$ cat config.mk
export PLATFORM = sky130hd
export DESIGN_NAME = c2s_isqrt_cell
export DESIGN_NICKNAME = d
export VERILOG_FILES = /design/src/sv/c2s_pkg.sv /design/src/sv/c2s_isqrt_cell.sv
export SDC_FILE = /design/constraint.sdc
export NUM_CORES = 1
export LEC_CHECK = 0
export BUFFER_PORTS_ARGS = -buffer_cell sky130_fd_sc_hd__buf_2
export CAP_MARGIN = 20
export CORE_MARGIN = 2
export CORE_UTILIZATION = 38
export CTS_BUF_LIST = sky130_fd_sc_hd__clkbuf_8
export CTS_CLUSTER_SIZE = 14
export DETAILED_ROUTE_END_ITERATION = 8
export GPL_TIMING_DRIVEN = 0
export PLACE_DENSITY = 0.75
export SLEW_MARGIN = 20
export SYNTH_ARGS = -nofsm -noshare
export SYNTH_HDL_FRONTEND = slang
export SYNTH_SLANG_ARGS = --single-unit
$ cat constraint.sdc
create_clock -name clock -period 8.5 [get_ports clock]
set_input_delay 0 -clock clock [delete_from_list [all_inputs] [get_ports clock]]
set_output_delay 0 -clock clock [all_outputs]
set_load 0.01 [all_outputs]
$ cat src/sv/c2s_pkg.sv
package c2s_pkg;

   // default number of cordic iterations
   localparam int CORDIC_STAGES_DEF = 24;
   // width of the cordic x/y datapath (coordinate scaled by 2^24 plus gain headroom)
   localparam int CW = 60;
   // number of result bits of the square root
   localparam int SQ_BITS = 32;
   // angle of half a turn in units of a turn / 2^32
   localparam logic [31:0] HALF_TURN = 32'h8000_0000;

   // partial square root travelling along the root chain
   typedef struct packed {
      logic [63:0] rem;
      logic [31:0] root;
   } sqrt_type;

   // vector and accumulated angle travelling along the cordic chain
   typedef struct packed {
      logic                 hold;
      logic signed [CW-1:0] x;
      logic signed [CW-1:0] y;
      logic [31:0]          ang;
   } cordic_type;

   // atan(2^-i) in units of a full turn / 2^32
   function automatic logic [31:0] atan_value(input int idx);
      logic [31:0] val;
      case (idx)
         0: val = 32'h2000_0000;
         1: val = 32'h12E4_051E;
         2: val = 32'h09FB_385B;
         3: val = 32'h0511_11D4;
         4: val = 32'h028B_0D43;
         5: val = 32'h0145_D7E1;
         6: val = 32'h00A2_F61E;
         7: val = 32'h0051_7C55;
         8: val = 32'h0028_BE53;
         9: val = 32'h0014_5F2F;
         10: val = 32'h000A_2F98;
         11: val = 32'h0005_17CC;
         12: val = 32'h0002_8BE6;
         13: val = 32'h0001_45F3;
         14: val = 32'h0000_A2FA;
         15: val = 32'h0000_517D;
         16: val = 32'h0000_28BE;
         17: val = 32'h0000_145F;
         18: val = 32'h0000_0A30;
         19: val = 32'h0000_0518;
         20: val = 32'h0000_028C;
         21: val = 32'h0000_0146;
         22: val = 32'h0000_00A3;
         23: val = 32'h0000_0051;
         24: val = 32'h0000_0029;
         25: val = 32'h0000_0014;
         26: val = 32'h0000_000A;
         27: val = 32'h0000_0005;
         28: val = 32'h0000_0003;
         29: val = 32'h0000_0001;
         30: val = 32'h0000_0001;
         default: val = 32'h0000_0000;
      endcase
      return val;
   endfunction

endpackage

$ cat src/sv/c2s_isqrt_cell.sv
module c2s_isqrt_cell
   import c2s_pkg::*;
#(
   parameter int BIT = 31
) (
   input  logic     clock,
   input  logic     enable,
   input  sqrt_type src,
   output sqrt_type dst
);

   sqrt_type    dst_ff;
   sqrt_type    dst_in;
   logic [65:0] delta;

   // try setting this root bit: (r + 2^b)^2 - r^2 = r*2^(b+1) + 2^(2b)
   always_comb begin
      delta = (66'(src.root) << (BIT + 1)) | (66'd1 << (2 * BIT));
      dst_in = src;
      if (delta <= {2'b00, src.rem}) begin
         dst_in.rem  = src.rem - delta[63:0];
         dst_in.root = src.root | (32'd1 << BIT);
      end
   end

   always_ff @(posedge clock) begin
      if (enable) begin
         dst_ff <= dst_in;
      end
   end

   assign dst = dst_ff;

endmodule

==> qor.csv, run 1 <==
stage;metric;value;unit
outcome;status;completed;
worst_setup_path;startpoint_type;input pin;
sta;rsz0062_at_grt;no;
cts;cts_made_buffers;9;
cts;htreeDepth;3;
pwr;power-per-cell-area;158;nW/um^2
run;maxCapViolCount;0;
sta;fin_crit_sh;43.2;%
yosys;ys_ff_latch;96;
placement;dpl.hpwl;9970;um
placement;place_congestion;0.941;
worst_hold_path;min_path_type;input pin to flop;
layout;layout_commonest_cell;buf_2;
layout;drive_gt1_share;35.2;%
drt;routedWlPerCell;15.3;um
layout;layout.nets;852;
sta;whs;0.155;ns
cts;cts_tree;yes;
cts;post_cts_buffers;0;
worst_hold_path;hp-start;enable;
floorplanning;dieArea;14600;um^2
placement;io_buffers;193;
layout;area_delta_synth_final;45.5;%
drt;first_pass_iters;5;
cts;hold_buffers;96;
sta;max_slew.worst_pin.slew;0.639;ns
drt;highest_layer;met4;
floorplanning;initial_core_util;39.0;%
floorplanning;ios;194;
yosys;synth_fp_nets;551;
drt;drc;0;
yosys;synth_area_leaders;edfxtp_1, ha_1, mux2_2;
worst_hold_path;hold_end;dst[83];
drt;drt_iter0_drc;329;
yosys;syn-cell-area;5180;um^2
sta;fin_crit;3.67;ns
cts;root_buffer;clkbuf_8;
yosys;synth.distinct_cells;52;
sta;slew_violations;0;
floorplanning;die_w;121;um
cts;clkTransAtPathRegs;0.10;ns
global_route;grt.total_usage;18.7;%
drt;vias;4486;
global_route;grt_max_degree;54;
yosys;yosysTopAreaCell;edfxtp_1;
pwr;ir_worst_vdd;0.101;mV
drt;wirelength;13800;um
global_route;antenna_found_initial;0;
layout;num_antenna_cells;0;
global_route;grt_pass1_vias;4476;
sta;finalSetupTns;0;ns
worst_setup_path;slowest_stage;a211oi_4;
pwr;power_leakage;3.26;nW
cts;clkSinkCount;96;
yosys;async_flop_share;0;%
worst_setup_path;crit_path_max_incr_delay;0.59;ns
cts;cts_resized;0;
yosys;avgSynthCellArea;12.3;um^2
worst_setup_path;cp-end-kind;flop;
drt;ant_nets;0;
yosys;synth_top_area_share;55.6;%
drt;drt-vias-per-instance;4.97;
floorplanning;coreArea;13300;um^2
sta;max_slew_margin;57.2;%
worst_setup_path;worstPathRequired;8.63;ns
yosys;netlist_instances;421;
yosys;synth_edf_count;96;
worst_setup_path;path_cells;dlygate4sd3_1, buf_2, ha_1, fa_1, nand2b_1, a21oi_1, o2111ai_1, nand2_1, a31oi_2, o21a_2, a211oi_4, buf_6, mux2_2;
worst_setup_path;crit_type;input pin to flop;
worst_hold_path;min_delay_path_depth;1;
worst_setup_path;crit_fanout;10;
sta;fmax;272;MHz
sta;hold_violations;0;
layout;final_cell_mix;buf_2, edfxtp_1, dlygate4sd3_1, inv_1, a21oi_1;
cts;cts_buffer_depth;2;
drt;met2_length;6940;um
sta;setup_violations;0;
yosys;ys.warnings.count;0;
yosys;yosysSeqAreaShare;55.6;%
global_route;grt_pass1_wl;21300;um
floorplanning;die_h;121;um
layout;largest_reg_flops;96;
drt;met3_wirelength;1050;um
floorplanning;rows;42;
global_route;overflow;0;
yosys;synth-main-ff-cell;edfxtp_1;
drt;wl_met1;5610;um
worst_setup_path;arrival;3.80;ns
cells in the mapped netlist (2+ instances only):
master	instances
a211oi_1	3
nand4_1	7
or3_1	2
o21a_1	3
o2111ai_1	2
nand2b_1	8
nor2_1	22
o221a_2	2
xor2_1	8
inv_1	44
a21o_1	6
nand2_1	22
and3_1	3
mux2_2	27
clkbuf_1	3
a21oi_1	34
buf_2	3
a31oi_1	2
xnor2_1	21
o21bai_1	4
nor3_1	5
nor2b_1	2
nand3_1	6
ha_1	31
nor4_1	10
buf_6	3
o211ai_1	3
a21boi_0	2
o21ai_0	13
o31ai_1	3
edfxtp_1	96
worst max-delay path: cells and delay by family:
kind	cells	cell delay (ns)
compound gates	5	1.52
fa+ha+maj	2	0.63
buf+inv	3	0.94
mux	1	0.36
simple gates	2	0.34
cell type report:
type	instances	area, um^2
plain buffers	9	60.1
clock buffers	9	124
clock inverters	7	58.8
fillers	1116	5750
inverters	44	165
multi-input cells	272	2080
flip-flops and latches	96	2880
well taps	176	220
repair buffers	290	1960
power by group:
part           total (mW)  switching (mW)  internal (mW)
Clock               0.284           0.172          0.112
Combinational       0.325           0.169          0.157
Sequential          0.583          0.0106          0.572
per-stage QoR:
step | worst slack [ns] | util [%] | area [um^2] | instances | power, mW
after CTS | 4.84 | 56.7 | 7540 | 903 | 1.20
after floorplan | 5.73 | - | 5180 | 421 | 0.768
final | 4.83 | 56.7 | 7540 | 903 | 1.19
after detailed placement | 5.01 | 48.1 | 6400 | 791 | 0.881
after global routing | 4.64 | 56.7 | 7540 | 903 | 1.25
after global placement | 5.01 | 47.9 | 6370 | 790 | 0.872
how the worst max path moves through the flow:
stage	startpoint	to	depth (start not counted)
6_report	src[0]	dst[76]	13
5_1_grt	src[0]	dst[76]	13
4_1_cts	src[0]	dst[76]	13
3_5_place_dp	src[0]	dst[80]	12
3_3_place_gp	src[0]	dst[76]	12
2_1_floorplan	src[64]	dst[72]	12
per-layer routing:
layer | track usage (%) | vias up
met1 | 21.5 | 2081
met4 | 5.96 | 0
li1 | - | 2165
met5 | 0 | -
met3 | 4.86 | 25
met2 | 33.9 | 215
kinds of logic after synthesis:
kind of cell               Yosys count  synth area share, %
AOI/OAI and AO/OA                   90                 11.9
xor gates and xnor gates            29                 4.90
adders and majority gates           32                 7.87
buffers and inverters               53                 4.34
DFF                                 96                 55.6
muxes                               28                 6.15
and+or+nand+nor                     93                 9.17
Note: power is estimated with default switching activity, not from simulation.
==> run 2: changes to the inputs <==
Settings changed: ABC_AREA set to 1, PLACE_DENSITY 0.75 to 0.76.
Clock period 8.5 ns to 3.14 ns, I/O delays scaled along.
==> run 2 against run 1 <==
Compared with the run above:
- non-clock buffer count fell by 7
- cell area grew 12%
- core utilization down 3.2 points
- cell count is 44% higher
- clock power rose to 2.7 times the previous value
- worst setup slack worse by 4.2 ns
- die area is 17% higher
- worst hold slack worse by 0.14 ns
- critical path type unchanged
==> qor.csv, run 2 <==
stage;metric;value;unit;change
outcome;status;completed;;unchanged
worst_hold_path;hold_end;dst[76];;was dst[83]
worst_setup_path;arrival;2.72;ns;was 3.80 ns
global_route;grt.total_usage;20.5;%;was 18.7%
worst_setup_path;startpoint_type;input pin;;unchanged
yosys;yosys.cell_count.top_type;nand2_1;;was edfxtp_1
drt;drt_iter0_drc;311;;was 329
yosys;synth_xor_xnor_area_share;2.15;%;was 4.90%
cts;clkTransAtPathRegs;0.09;ns;was 0.10 ns
layout;layout_commonest_cell;nand2_1;;was buf_2
cts;clkSinkCount;96;;unchanged
cts;cts_buffer_depth;2;;unchanged
layout;fillCellCount;1465;;was 1116
floorplanning;dieArea;17100;um^2;was 14600 um^2
global_route;grt_max_degree;70;;was 54
layout;drive_gt1_share;21.3;%;was 35.2%
drt;ant_nets;0;;unchanged
worst_hold_path;min_delay_path_depth;3;;was 1
placement;io_buffers;193;;unchanged
floorplanning;ios;194;;unchanged
cts;cts_tree;yes;;unchanged
sta;rsz0062_at_grt;no;;unchanged
yosys;yosysTopAreaCell;edfxtp_1;;unchanged
sta;slew_violations;0;;unchanged
run;maxCapViolCount;0;;unchanged
floorplanning;initial_core_util;38.7;%;was 39.0%
yosys;synth-simple-area-share;28.7;%;was 9.17%
sta;max_slew_margin;67.4;%;was 57.2%
sta;fin_crit;2.54;ns;
yosys;synth_fp_nets;918;;was 551
yosys;ys_ff_latch;96;;unchanged
sta;fin_crit_sh;80.9;%;
yosys;async_flop_share;0;%;unchanged
global_route;grt_pass1_vias;5612;;was 4476
yosys;synth_area_leaders;edfxtp_1, nand2_1, inv_1;;was edfxtp_1, ha_1, mux2_2
placement;place_congestion;0.928;;was 0.941
pwr;p_comb_share;29.1;%;was 27.3%
global_route;overflow;0;;unchanged
layout;area_delta_synth_final;38.4;%;was 45.5%
sta;hold_violations;0;;unchanged
yosys;synth-main-ff-cell;edfxtp_1;;unchanged
cts;hold_buffers;90;;was 96
worst_hold_path;hp-start;src[76];;was enable
pwr;ir_worst_vdd;0.168;mV;was 0.101 mV
pwr;p_sw_share;32.0;%;was 29.5%
global_route;antenna_found_initial;0;;unchanged
floorplanning;rows;46;;was 42
drt;vias;5877;;was 4486
yosys;syn-cell-area;6120;um^2;was 5180 um^2
pwr;clockPowerShare;23.0;%;was 23.8%
drt;first_pass_iters;5;;unchanged
floorplanning;die_w;131;um;was 121 um
yosys;avgSynthCellArea;7.77;um^2;was 12.3 um^2
floorplanning;coreArea;15800;um^2;was 13300 um^2
layout;layout.nets;1213;;was 852
worst_setup_path;crit_fanout;10;;unchanged
yosys;synth_fa_ha_area_share;6.67;%;was 7.87%
cts;root_buffer;clkbuf_8;;unchanged
placement;dpl.hpwl;13500;um;was 9970 um
yosys;synth_top_area_share;47.1;%;was 55.6%
drt;wirelength;17600;um;was 13800 um
yosys;synthTopCellsByCount;nand2_1, inv_1, edfxtp_1;;was edfxtp_1, inv_1, a21oi_1
yosys;synth_mux_area_share;0;%;was 6.15%
layout;design_area;8470;um^2;was 7540 um^2
yosys;ys.warnings.count;0;;unchanged
sta;setup_violations;0;;unchanged
pwr;p_switching;1.06;mW;was 352 uW
drt;drc;0;;unchanged
floorplanning;die_h;131;um;was 121 um
worst_setup_path;worstPathRequired;3.32;ns;was 8.63 ns
worst_hold_path;min_path_type;input pin to flop;;unchanged
cts;htreeDepth;3;;unchanged
drt;drt-vias-per-instance;4.51;;was 4.97
worst_setup_path;crit_type;input pin to flop;;unchanged
yosys;synth_top_family_by_area;simple AND/OR/NAND/NOR gates;;was compound AO/OA/AOI/OAI gates
placement;dpl-instance-area;7390;um^2;was 6400 um^2
layout;largest_reg_flops;96;;unchanged
yosys;synth_compound_area_share;3.41;%;was 11.9%
cts;cts_resized;0;;unchanged
pwr;internal-power;2.25;mW;was 841 uW
yosys;netlist_instances;788;;was 421
sta;max_slew.worst_pin.slew;0.489;ns;was 0.639 ns
drt;routedWlPerCell;13.5;um;was 15.3 um
yosys;synth.distinct_cells;29;;was 52
layout;num_antenna_cells;0;;unchanged
global_route;grt_pass1_wl;26900;um;was 21300 um
pwr;power-per-cell-area;390;nW/um^2;was 158 nW/um^2
pwr;power_leakage;4.40;nW;was 3.26 nW
cts;cts_made_buffers;9;;unchanged
yosys;yosysSeqAreaShare;47.1;%;was 55.6%
pwr;pwr-share-seq;47.9;%;was 48.9%
yosys;synth_edf_count;96;;unchanged
sta;finalSetupTns;0;ns;unchanged
layout;final_cell_mix;nand2_1, buf_2, inv_1, edfxtp_1, dlygate4sd3_1;;was buf_2, edfxtp_1, dlygate4sd3_1, inv_1, a21oi_1
cts;post_cts_buffers;0;;unchanged
sta;fmax;394;MHz;
worst_setup_path;cp-end-kind;flop;;unchanged
## run 2: changes by cell type after synthesis, moves of 4 or more
cell      previous run  this run
inv_1               44       174
nand3_1              6        40
mux2_2              27         0
xnor2_1             21         2
nand4_1              7        20
nor2_1              22        58
a21o_1               6         0
o21ai_1              0         4
xor2_1               8        13
a21oi_1             34        18
nand2b_1             8         0
nand2_1             22       277
nor4_1              10         0
nor2_2               0         5
## run 2: logic make-up after synthesis
logic type / Yosys count
adders and majority gates: 32
AOI/OAI and AO/OA: 40
buffers and inverters: 185
xor gates and xnor gates: 15
and+or+nand+nor: 420
DFF: 96
## run 2: worst max-delay path by stage
stage / slack [ns] / cells past startpoint / start / end
after global placement: 0.79 / 14 / src[0] / dst[70]
after global routing: 0.38 / 17 / src[64] / dst[81]
after CTS: 0.61 / 16 / src[0] / dst[81]
after floorplan: 1.31 / 14 / src[64] / dst[66]
after detailed placement: 0.76 / 15 / src[0] / dst[81]
final: 0.60 / 17 / src[64] / dst[81]
## run 2: layout make-up
cell class              instances  area [um^2]  area share (%)
flip-flops and latches         96         2880            34.0
clock buffers                   9          124            1.46
well taps                     216          270            3.19
repair buffers                284         1900            22.4
clock inverters                 7         56.3           0.665
multi-input cells             507         2500            29.5
inverters                     177          664            7.84
plain buffers                   8         70.1           0.827
## run 2: routing by layer
| layer | vias to the layer above | GRT usage (%) | part of all wire (%) |
|---|---|---|---|
| li1 | 3059 | - | - |
| met1 | 2601 | 24.2 | 43 |
| met2 | 198 | 37.6 | 49 |
| met3 | 19 | 4.19 | 6.4 |
| met4 | 0 | 6.01 | 1.8 |
| met5 | - | 0 | 0 |
## run 2: critical path, stage by stage
cell           delay (ns)
dlygate4sd3_1        0.54
buf_2                0.11
inv_1                0.05
ha_1                 0.22
fa_1                 0.42
inv_1                0.12
nand2_1              0.06
nand2_1              0.13
nand3_1              0.08
nand2_1              0.15
nand2_1              0.07
nand2_1              0.14
nand2_2              0.13
nand3_4              0.16
buf_6                0.17
nand2_1              0.06
o21ai_0              0.13
## run 2: per-stage QoR
step / hold WS (ns) / total power [mW] / utilization (%) / setup slack [ns] / instances
global route: 0.0287 / 3.51 / 53.5 / 0.381 / 1304
global placement: 0.176 / 2.47 / 46.5 / 0.787 / 1197
floorplan: 0.0989 / 2.13 / - / 1.31 / 788
finish: 0.0100 / 3.31 / 53.5 / 0.599 / 1304
detailed placement: 0.179 / 2.48 / 46.7 / 0.761 / 1198
CTS: 0.00458 / 3.33 / 53.5 / 0.609 / 1304
## run 2: power by group through the flow
stage                     clock (mW)  combinational, mW  sequential, mW
after global routing           0.826               1.09            1.60
final                          0.761              0.963            1.58
after global placement             0              0.856            1.61
after detailed placement           0              0.871            1.61
after CTS                      0.786              0.964            1.58
after floorplan                    0              0.448            1.68
==> run 3: changes to the inputs <==
Settings changed: PLACE_DENSITY 0.76 to 0.73.
Clock period 3.14 ns to 2.4 ns, I/O delays scaled along.
==> run 3 against run 2 <==
Compared with the run above:
- cell area grew 1.4%
- sequential power grew 31%
- flip-flop and latch count is the same
- combinational power grew 33%
- clock-buffer cell count is the same
- non-clock buffer count grew 3
- worst setup slack lost 0.48 ns
- wire length grew 0.42%
- die area is the same
- total power grew 36%
- clock power grew 50%
- largest cell class unchanged
==> qor.csv, run 3 (synthesis results as in run 2) <==
stage;metric;value;unit;change
cts;cts_tree;yes;;unchanged
floorplanning;rows;46;;unchanged
global_route;met2_usage;36.6;%;was 37.6%
global_route;grt_pass1_wl;27000;um;was 26900 um
layout;largest_reg_flops;96;;unchanged
worst_setup_path;arrival;2.40;ns;was 2.72 ns
drt;vias;5892;;was 5877
global_route;grt_util_met3;4.28;%;was 4.19%
sta;hold_violations;0;;unchanged
global_route;grt.total_usage;20.6;%;was 20.5%
placement;pre_cts_ws;0.00693;ns;was 0.761 ns
layout;layout.nets;1216;;was 1213
sta;fin_crit;2.28;ns;
drt;wirelength;17700;um;was 17600 um
worst_hold_path;min_path_type;input pin to flop;;unchanged
sta;slew_violations;0;;unchanged
placement;io_buffers;193;;unchanged
placement;dpl-instance-area;7390;um^2;unchanged
sta;setup_slack;0.121;ns;was 0.599 ns
outcome;status;completed;;unchanged
worst_setup_path;path_cells;dlygate4sd3_1, buf_2, inv_1, ha_1, or2_1, nand3_1, nand2_1, nand2_1, nand2_2, nand2_2, nand3_4, buf_6, nand2_1, o21ai_0;;was dlygate4sd3_1, buf_2, inv_1, ha_1, fa_1, inv_1, nand2_1, nand2_1, nand3_1, nand2_1, nand2_1, nand2_1, nand2_2, nand3_4, buf_6, nand2_1, o21ai_0
drt;drc;0;;unchanged
pwr;power_leakage;4.44;nW;was 4.40 nW
floorplanning;die_w;131;um;unchanged
layout;design_area;8590;um^2;was 8470 um^2
sta;max_slew.worst_pin.slew;0.356;ns;was 0.489 ns
floorplanning;coreArea;15800;um^2;unchanged
global_route;grt_pass1_vias;5779;;was 5612
worst_setup_path;worstPathRequired;2.52;ns;was 3.32 ns
sta;setup_violations;0;;unchanged
drt;routedWlPerCell;13.5;um;about the same
global_route;grt-busiest-layer;met2;;unchanged
sta;whs;0.0117;ns;was 0.0100 ns
placement;dpl.hpwl;13500;um;about the same
worst_setup_path;cpMostUsedCell;nand2_1;;unchanged
cts;cts_made_buffers;9;;unchanged
worst_setup_path;slowest_stage;dlygate4sd3_1;;unchanged
pwr;power-per-cell-area;523;nW/um^2;was 390 nW/um^2
layout;num_antenna_cells;0;;unchanged
layout;drive_gt1_share;22.7;%;was 21.3%
worst_setup_path;crit_type;input pin to flop;;unchanged
pwr;power;4.49;mW;was 3.31 mW
sta;fin_crit_sh;95.0;%;
floorplanning;initial_core_util;38.7;%;unchanged
global_route;overflow;0;;unchanged
worst_setup_path;crit_path_max_incr_delay;0.52;ns;was 0.54 ns
drt;ant_nets;0;;unchanged
sta;fmax;439;MHz;
drt;first_pass_iters;5;;unchanged
global_route;grt_max_degree;69;;was 70
cts;cts_buffer_depth;2;;unchanged
floorplanning;die_h;131;um;unchanged
worst_setup_path;cp-end-kind;flop;;unchanged
worst_setup_path;startpoint_type;input pin;;unchanged
cts;root_buffer;clkbuf_8;;unchanged
drt;drt-vias-per-instance;4.51;;about the same
cts;clkSinkCount;96;;unchanged
global_route;use_met1;24.7;%;was 24.2%
placement;place_congestion;0.933;;was 0.928
floorplanning;ios;194;;unchanged
drt;drt_iter0_drc;274;;was 311
worst_setup_path;crit_fanout;10;;unchanged
floorplanning;dieArea;17100;um^2;unchanged
sta;max_slew_margin;76.1;%;was 67.4%
layout;final_cell_mix;nand2_1, buf_2, inv_1, edfxtp_1, dlygate4sd3_1;;unchanged
pwr;ir_worst_vdd;0.269;mV;was 0.168 mV
cts;clkTransAtPathRegs;0.10;ns;was 0.09 ns
layout;layout_commonest_cell;nand2_1;;unchanged
layout;area_delta_synth_final;40.3;%;was 38.4%
run;maxCapViolCount;0;;unchanged
global_route;antenna_found_initial;0;;unchanged
sta;finalSetupTns;0;ns;unchanged
cts;htreeDepth;3;;unchanged
[run 3: cell count changes in the layout (fill, tap and decap cells not counted), sizes merged]
| cell | change |
|---|---|
| buf | +3 |
| clkinvlp | -3 |
| bufinv | +1 |
| clkinv | +1 |
| inv | +1 |
[run 3: area by class of cell]
type	count	area (um^2)
flip-flops and latches	96	2880
clock inverters	7	86.3
fillers	1447	7240
multi-input cells	507	2560
inverters	177	664
plain buffers	8	75.1
clock buffers	9	124
repair buffers	287	1920
well taps	216	270
[run 3: critical path: cells and delay by family]
| kind | cells | cell delay [ns] |
|---|---|---|
| simple gates | 8 | 1.04 |
| buf+inv | 4 | 0.86 |
| fa+ha+maj | 1 | 0.37 |
| compound gates | 1 | 0.12 |
[run 3: path summary, 6_finish.rpt]
| path | depth (start not counted) | endpoint | slack, ns | startpoint |
|---|---|---|---|---|
| worst max-delay path | 14 | dst[81] | 0.12 | src[3] |
| worst min-delay path | 3 | dst[91] | 0.01 | src[91] |
[run 3: timing repair]
item | 4_1_cts | 5_1_grt
hold buffers | 90 | 0
setup buffers | 0 | 3
endpoints found under the hold margin | 105 | 0
endpoints found under the setup margin | 0 | 28
gates resized for setup | 0 | 15
[run 3: through the flow]
step / instances / utilization (%)
2_1_floorplan: 788 / -
3_3_place_gp: 1197 / 46.5
3_5_place_dp: 1198 / 46.7
4_1_cts: 1304 / 53.7
5_1_grt: 1307 / 54.2
6_report: 1307 / 54.2
[run 3: report_power, final]
group / internal (mW) / total (mW) / switching, mW
clock network: 0.503 / 1.14 / 0.632
registers: 2.03 / 2.07 / 0.0381
logic: 0.534 / 1.28 / 0.749
total: 3.07 / 4.49 / 1.42
[run 3: routing by layer]
metal	vias up	share of wire (%)
li1	3050	-
met4	0	2.3
met2	199	48
met1	2614	44
met3	29	6.1
met5	-	0
